### src/design/mlfq_pkg.sv
`timescale 1ns / 1ps
// Shared types and constants for the multilevel feedback scheduler.
// No dependencies; used by the interfaces, the controller and the datapath.
package mlfq_pkg;

    localparam int unsigned ID_W    = 8;
    localparam int unsigned TICK_W  = 16;
    localparam int unsigned CLK_W   = 20;
    localparam int unsigned OVH_W   = 8;
    localparam int unsigned SLICE_W = 4;
    localparam int unsigned CFG_IDX_W = 1;

    localparam logic [CLK_W-1:0]   TICK        = 20'd16;
    localparam logic [SLICE_W-1:0] MAX_QUANTUM = 4'd8;
    localparam int unsigned        MAX_SHIFT_LEVEL = 3;

    localparam logic ACT_ENQUEUE = 1'b0;
    localparam logic ACT_STEP    = 1'b1;

    typedef enum logic [CFG_IDX_W-1:0] {
        REG_SWITCH_OVERHEAD = 1'b0,
        REG_DOUBLING_QUANTA = 1'b1
    } t_reg_idx;

    typedef enum logic [2:0] {
        S_IDLE,
        S_LD_WAIT,
        S_LD_CHK,
        S_SCHED,
        S_DISP_WAIT,
        S_DISP_TAKE,
        S_RUN,
        S_OUT
    } t_state;

    typedef struct packed {
        logic [ID_W-1:0]   id;
        logic [TICK_W-1:0] arrival;
        logic [TICK_W-1:0] service;
    } t_pend;

    typedef struct packed {
        logic [ID_W-1:0]   id;
        logic [TICK_W-1:0] remaining;
    } t_lvl_ent;

    typedef struct packed {
        logic accept;
        logic load_pop;
        logic sched;
        logic take;
        logic run;
    } t_cmd;

    typedef struct packed {
        logic is_step;
        logic arrival_ok;
        logic want_dispatch;
    } t_status;

endpackage

### src/design/mlfq_ctrl.sv
`timescale 1ns / 1ps
// Controller state machine for the scheduler step sequence.
// Depends on mlfq_pkg; drives mlfq_dp through t_cmd and reads t_status.
module mlfq_ctrl import mlfq_pkg::*; (
    input  logic    i_clk,
    input  logic    i_rst_n,
    input  logic    i_in_valid,
    output logic    o_in_ready,
    output logic    o_out_valid,
    input  logic    i_out_ready,
    input  t_status i_st,
    output t_cmd    o_cmd
);
    t_state r_state, n_state;
    logic   r_second, n_second;

    always_ff @(posedge i_clk) begin
        if (!i_rst_n) begin
            r_state  <= S_IDLE;
            r_second <= 1'b0;
        end else begin
            r_state  <= n_state;
            r_second <= n_second;
        end
    end

    always_comb begin
        n_state     = r_state;
        n_second    = r_second;
        o_cmd       = '0;
        o_in_ready  = 1'b0;
        o_out_valid = 1'b0;
        unique case (r_state)
            S_IDLE: begin
                o_in_ready = 1'b1;
                if (i_in_valid) begin
                    o_cmd.accept = 1'b1;
                    n_second     = 1'b0;
                    n_state      = i_st.is_step ? S_LD_WAIT : S_OUT;
                end
            end
            S_LD_WAIT: n_state = S_LD_CHK;
            S_LD_CHK: begin
                if (i_st.arrival_ok) begin
                    o_cmd.load_pop = 1'b1;
                    n_state        = S_LD_WAIT;
                end else begin
                    n_state = r_second ? S_DISP_WAIT : S_SCHED;
                end
            end
            S_SCHED: begin
                o_cmd.sched = 1'b1;
                if (i_st.want_dispatch) begin
                    n_second = 1'b1;
                    n_state  = S_LD_WAIT;
                end else begin
                    n_state = S_RUN;
                end
            end
            S_DISP_WAIT: n_state = S_DISP_TAKE;
            S_DISP_TAKE: begin
                o_cmd.take = 1'b1;
                n_state    = S_RUN;
            end
            S_RUN: begin
                o_cmd.run = 1'b1;
                n_state   = S_OUT;
            end
            S_OUT: begin
                o_out_valid = 1'b1;
                if (i_out_ready) n_state = S_IDLE;
            end
            default: n_state = S_IDLE;
        endcase
    end
endmodule

### config.mk
export PLATFORM = sky130hd
export DESIGN_NAME = mlfq_ctrl
export DESIGN_NICKNAME = d
export VERILOG_FILES = /design/src/design/mlfq_pkg.sv /design/src/design/mlfq_ctrl.sv
export SDC_FILE = /design/constraint.sdc
export NUM_CORES = 1
export LEC_CHECK = 0
export BUFFER_PORTS_ARGS = -buffer_cell sky130_fd_sc_hd__clkbuf_2
export CORE_AREA = 2 2 39 41
export CTS_CLUSTER_SIZE = 30
export DETAILED_ROUTE_END_ITERATION = 6
export DIE_AREA = 0 0 41 43
export GPL_TIMING_DRIVEN = 0
export HOLD_SLACK_MARGIN = 0.12
export MAX_ROUTING_LAYER = met4
export PLACE_DENSITY = 0.53
export RECOVER_POWER = 100
export SLEW_MARGIN = 20
export SYNTH_ARGS = -nofsm -noshare
export SYNTH_HDL_FRONTEND = slang
export SYNTH_SLANG_ARGS = --single-unit
### constraint.sdc
create_clock -name i_clk -period 1.2 [get_ports i_clk]
set_input_delay 0.06 -clock i_clk [delete_from_list [all_inputs] [get_ports i_clk]]
set_output_delay 0.06 -clock i_clk [all_outputs]
set_load 0.03 [all_outputs]
-- Yosys cells after proc, flatten, opt, wreduce, memory -nomap -nowiden
Cells that the tools add are included.
- flip-flop bits (word level): 4
- output and inout bits: 7
- bits in writable memories: 0
- bits in latches: 0
- word-level logic and storage cells: 35
- input bits: 7
- memory bits (read-only): 0
- memories: 0
- reductions and logical operators: 4
- magnitude comparators: 0
- shift-type cells: 0
- equal/unequal tests: 10
- bitwise logic cells: 0
- multiply operators: 0
- add/sub/neg operators: 0
- muxes and demuxes: 19
- divide/modulo/power cells: 0
- operators by type and width (cell ; count):
    3-bit case mux with 8 select lines ; 1
    3-bit 2-to-1 mux ; 6
    3-bit == test (second input constant) ; 4
    1-bit 2-to-1 mux ; 11
    3-bit by 2-bit == test with 1-bit output (second input constant) ; 2
    2-bit inequality test (second input constant) ; 3
    3-bit by 1-bit == test with 1-bit output (second input constant) ; 1
    3-bit zero test ; 1
    3-bit AND reduction ; 1
    1-bit case mux with 2 select lines ; 1
    2-bit AND reduction ; 1
    2-bit nonzero test ; 1

-- Longest topological paths before layout
Gate-level depths: netlist of run 1.
- depth after elaboration: 3
- mapped depth: 4
- mapped depth without buffers: 3

-- Worst setup path after synthesis of run 1
No wires, ideal clock.
- kind: register to output
- from: register r_state[2]
- to: output port o_cmd[4] (netlist bit)
- stages on the path, launching flop included: 3
- data required time: 1.140 ns
- path slack: -0.395 ns
- arrival time: 1.535 ns
- buffers on the path: 0
- cell sequence: dfxtp_1 nor3_1 and2_1
- RTL lines (what ; line ; source):
    from (decl) ; mlfq_ctrl.sv:14 ; t_state r_state, n_state;
    from (signal assigned) ; mlfq_ctrl.sv:22 ; r_state <= n_state;
    to (decl) ; mlfq_ctrl.sv:12 ; output t_cmd o_cmd

-- Worst setup path in the final report of run 1
- from: register r_state[0]
- to: register r_state[1]
- word-level cells in the longest chain between the ends: 3
- elaborated cells on any way between the ends: 12
- classes of those cells: eq/ne: 9; mux: 1; reduce/logical: 2
- RTL lines (what ; line ; source):
    3-bit == test or 3-bit zero test (tied branches) ; mlfq_ctrl.sv:33 ; unique case (r_state)
    2-bit inequality test (no source line) ; -- ;
    2-bit AND reduction (no source line) ; -- ;
Several ways; a longest one is shown, not always the timed one.
A chain may end at the register's enable or synchronous reset.

==> out/results.ini, run 1 <==
[run_status]
outcome=complete, no violations

[global_route]
grt_overflow=0
grt_usage=0.1028
grt_max_degree=11
use_met2=0.1563
met1_usage=0.1122
grt_pass1_vias=310
met3_usage=0.01571
antenna_found_initial=0
top_usage_layer=met2
grt_pass1_wl_mm=1.200

[timing]
rsz0062_at_grt=true
finalHoldViolCount=0
fin_skew_ns=0.001094
tightest_slew_ns=0.3348
finalCriticalPeriod_ns=1.184
relSlewSlack=0.7760
setup_viol=0
timing.fmax_mhz=844.6
whs_ns=0.1833
final_max_slew_viol_count=0
fin_crit_sh=0.9867

[route]
drtPass1Iterations=4
drc=0
ant_nets=0
post_drt_wl_per_cell_microns=11.33
vias=360
wirelength_microns=895
first_iter_violations=2
viasPerCell=4.557

[power]
powerDensity_mw_per_mm2=1403
clock_power_share=0.206
power_frac_seq=0.268
totalPowerFinal_mw=0.7726
swShare=0.3932
switching_power_mw=0.3037
ir_worst_vdd_uv=501.4
intPower_mw=0.4688
p_leak_nw=0.2610
p_comb_frac=0.526

[floorplan]
core_sq_mm=0.001384
die_w_microns=41
start_util=0.2288
fp-row-count=14
die_area_sq_mm=0.001763
fp.dieH_microns=43
num_io_pins=14

[worst_setup_path]
crit_end=r_state[1]
critical_path.max_stage_delay_ns=0.35
timing.setup.critical_path_class=register to register
r2r_end=r_state[1]
cp_max_fo=6
worstPathCellList=buf_6 > buf_4 > a32oi_1 > a31oi_1
worstPathArrival_ns=1.27
cpMaxStageDelayCell=dfxtp_4
reg2reg_from=r_state[0]
rrSetupSlack_ns=0.02
cp.required_ns=1.29
ff2ff_path_depth=4
end_kind=register
crit_path_start=r_state[0]
crit_path_start_kind=register

[run]
max_cap_viol_count=0

[placement]
port_buffers=13
place_congestion=0.6659
hpwlAfterDp_microns=584.1
dp_cells=70

[synthesis]
syn-cell-area_sq_um=316.6
ys_warn_count=0
ys_seq_area_frac=0.2530
synthFlopType=dfxtp_1
synthAdderAreaFrac=0
netlist.area_leader.share=0.2530
avgSynthCellArea_sq_um=7.721
synth_top_cell_by_area=dfxtp_1
synth_top_family_by_area=simple AND/OR/NAND/NOR gates
ys_async_sr_fraction=0
synth_common_cells=nor2_1 (6), nand2_1 (5), dfxtp_1 (4)
synth-seq-cells=4
synth.most_common_cell=nor2_1
synth_xor_xnor_area_share=0
synth_cells=41
muxShareOfSynthArea=0.03162
synth.distinct_cells=24
synth_nets=48
synthSimpleGateAreaFrac=0.3636
synth_compound_area_frac=0.2411
yosys-top-cells-area=dfxtp_1 (25%), nor2_1 (7.1%), nand2_1 (5.9%)
synth_edf_count=0

[clock_tree]
clock_latency_ns=0.23
clock_path_buffers=2
htreeDepth=1
path_clk_slew_ns=0.04
numCtsBuffers=3
clkSinkCount=4
root_buffer=clkbuf_4
cts_tree=built

[final_layout]
syn2layout_area_growth_pct=73.91
nFillCells=151
utilization=0.3978
nets=72
finalNonFillerCells=79
ff_latch_area_sq_um=91.34
multiInputGateArea_sq_um=239.0
antennaDiodeCount=0
drive_gt1_frac=0.5556

[hold_path]
worstHoldPathType=input pin to register

-- worst min-delay path by stage --
stage	start	end	cells past startpoint
CTS	i_out_ready	r_state[0]	4
global route	i_out_ready	r_state[0]	4
detailed placement	i_rst_n	r_second	3
global placement	i_rst_n	r_second	3
floorplan	i_rst_n	r_state[0]	2
finish	i_out_ready	r_state[0]	4
-- timing repair --
action | CTS | global route
setup buffers | 1 | 4
setup endpoints to repair | 6 | 6
hold buffers | 1 | 0
endpoints found under the hold margin | 4 | 0
pin swaps | 0 | 2
resized for setup | 11 | 16
-- critical path: cells and delay by family (launching register included) --
| kind | cells | cell delay (ns) |
|---|---|---|
| compound gates | 2 | 0.41 |
| flops | 1 | 0.35 |
| buf+inv | 2 | 0.28 |
-- registers in the layout (all words and copies together), names as in the netlist --
register  cells
r_second      1
r_state       3
-- per-layer routing --
layer,share of wire,vias to the layer above
li1,-,192
met1,0.43,158
met3,0.041,2
met2,0.52,8
met4,0.0078,0
met5,0,-
-- power by group through the flow --
stage | clock network (mW) | registers (mW) | logic [mW]
after floorplan | 0 | 0.184 | 0.223
after global placement | 0 | 0.194 | 0.289
final | 0.159 | 0.207 | 0.406
after global routing | 0.171 | 0.209 | 0.436
after CTS | 0.171 | 0.199 | 0.324
after detailed placement | 0 | 0.192 | 0.291
-- stage by stage --
stage	setup WS, ns	area [sq um]	setup TNS [ns]
2_1_floorplan	-0.08432	326.6	-0.08432
3_3_place_gp	0.04034	411.6	0
3_5_place_dp	0.04203	411.6	0
4_1_cts	-0.01718	481.7	-0.02382
5_1_grt	-0.02576	550.5	-0.04817
6_report	0.01594	550.5	0
-- final cells by class --
type / instances / share of cell area
buffer: 4 / 0.07500
inverter: 1 / 0.006818
timing repair buffer: 19 / 0.2409
clock buffer: 3 / 0.04091
multi-input combinational: 32 / 0.4341
sequential: 4 / 0.1659
tap: 16 / 0.03636
-- cells by family after synthesis --
kind of cell,count (synthesis)
and+or+nand+nor,21
AOI/OAI and AO/OA,10
buffers and inverters,5
DFF,4
muxes,1
-- layout by cell type, fill, tap and decap left out, types with 2 or more instances in the layout --
cell,instances
buf_4,9
clkbuf_2,7
nor2_1,5
nand2_1,4
clkbuf_4,4
buf_6,3
dfxtp_4,3
o21ai_1,2
and3b_1,2
a21oi_1,2
No activity file was read; power rests on OpenSTA's default activity.
==> inputs of run 2 (changes only) <==
- PLACE_DENSITY: 0.53 -> unset
==> run 2 against run 1 <==
Compared with the run above: first-iteration DRC count did not move; utilization down 0.72 points; sequential power hardly changed; sequential share of layout area rose by 0.31 points; maximum frequency grew 2.4%; global-route usage is 0.52 points higher; flip-flop and latch count stayed put; cell count unchanged; non-clock buffer count unchanged; largest power group unchanged.
==> out/results.ini, run 2 (same netlist as run 1, synthesis figures left out) <==
[worst_setup_path]
worstPathCellList=buf_6 > nand2_4 > nor2_2 > buf_4 > buf_8
timing.setup.critical_path_class=register to output pin
worstPathArrival_ns=1.10
cp.required_ns=1.14
path_buf_inv=3
cp_top_family=flip-flops
cpMaxStageDelayCell=dfxtp_4
critical_path.max_stage_delay_ns=0.37
crit_path_start_kind=register
cp_max_fo=7
end_kind=output pin

[clock_tree]
numCtsBuffers=3
root_buffer=clkbuf_4
clock_latency_ns=0.23
path_clk_slew_ns=0.03
clock_path_buffers=2
htreeDepth=1
cts_tree=built
clkSinkCount=4

[final_layout]
syn2layout_area_growth_pct=70.75
largest_reg_flops=3
finalNonFillerCells=79
nFillCells=146
ff_latch_area_sq_um=91.34
antennaDiodeCount=0
drive_gt1_frac=0.5714
regMostFlops=r_state
layout_common_cells=buf_4 (8), clkbuf_2 (8), nor2_1 (5), nand2_1 (4), clkbuf_4 (4)
multiInputGateArea_sq_um=231.5
nets=72
top_regs=r_state: 3 flops, r_second: 1 flops
design_area_sq_um=540.5

[route]
first_iter_violations=2
wirelength_microns=823
post_drt_wl_per_cell_microns=10.42
drtPass1Iterations=4
vias=373
ant_nets=0
drc=0
viasPerCell=4.722

[timing]
relSlewSlack=0.7205
rsz0062_at_grt=true
timing.fmax_mhz=864.4
finalHoldViolCount=0
tns_ns=0
tightest_slew_ns=0.4147
fin_crit_sh=0.9640
setup_viol=0
final_max_slew_viol_count=0
finalCriticalPeriod_ns=1.157
fin_skew_ns=0.0003914

[hold_path]
worstHoldPathType=input pin to register

[power]
swShare=0.3861
intPower_mw=0.4620
powerDensity_mw_per_mm2=1392
switching_power_mw=0.2905
ir_worst_vdd_uv=483.0
p_leak_nw=0.2585
power_frac_seq=0.276
clock_power_share=0.209
p_comb_frac=0.515

[global_route]
antenna_found_initial=0
grt_max_degree=11
grt_overflow=0
grt_pass1_vias=331
grt_pass1_wl_mm=1.297
grt_usage=0.1080

[placement]
place_congestion=0.6801
dp_cells=70
place_area_sq_um=411.6
port_buffers=13

[floorplan]
die_w_microns=41
start_util=0.2288
fp.dieH_microns=43
core_sq_mm=0.001384
fp-row-count=14
num_io_pins=14
die_area_sq_mm=0.001763

[run_status]
outcome=complete, no violations

[run]
max_cap_viol_count=0

run 2: cell count changes in the layout (fill, tap and decap cells not counted), sizes merged:
cell    delta
buf        -1
clkbuf     +1
run 2: path summary, 6_finish.rpt:
| path | from | depth (start not counted) | slack [ns] | end |
|---|---|---|---|---|
| setup / recovery | r_state[0] | 5 | 0.04 | o_cmd[2] |
| hold / removal | i_in_valid | 3 | 0.18 | r_state[2] |
| setup reg to reg | r_state[1] | 4 | 0.07 | r_second |
| hold reg to reg | r_second | 2 | 0.56 | r_second |
run 2: worst reg2reg max path, delay by kind of cell (launching register included):
kind,cells,cell delay (ns)
simple gates,2,0.41
flops,1,0.35
buf+inv,1,0.14
compound gates,1,0.12
run 2: cell type report:
class | count | area share
repair buffers | 19 | 0.2407
flip-flops and latches | 4 | 0.1690
multi-input cells | 32 | 0.4282
well taps | 16 | 0.03704
plain buffers | 4 | 0.07639
clock buffers | 3 | 0.04167
inverters | 1 | 0.006944
run 2: per-stage QoR:
stage	power, mW	utilization	hold slack, ns	worst slack (ns)
6_report	0.7525	0.3906	0.1810	0.04319
5_1_grt	0.8007	0.3906	0.2178	0.006180
4_1_cts	0.6920	0.3481	0.1753	-0.01627
3_5_place_dp	0.4822	0.2975	0.3231	0.04821
3_3_place_gp	0.4798	0.2975	0.3238	0.04584
2_1_floorplan	0.4072	-	0.1967	-0.08432
run 2: power groups by stage:
stage / combinational [mW] / clock (mW) / sequential [mW]
after global placement: 0.287 / 0 / 0.193
after global routing: 0.419 / 0.170 / 0.212
after CTS: 0.323 / 0.170 / 0.199
after detailed placement: 0.290 / 0 / 0.192
after floorplan: 0.223 / 0 / 0.184
final: 0.388 / 0.158 / 0.207
run 2: repair_timing:
action,CTS,global route
hold endpoints to repair,4,0
hold buffers,1,0
pin swaps,0,2
gates resized for setup,11,15
buffers inserted,1,3
endpoints found under the setup margin,6,6
gates cloned,0,1
run 2: layer usage:
metal | GRT usage | vias up | wire (microns)
met1 | 0.1383 | 175 | 323
met5 | - | - | 0
met2 | 0.1563 | 5 | 467
met3 | 0.01571 | 0 | 32
met4 | 0.06000 | 0 | 0
li1 | - | 193 | -
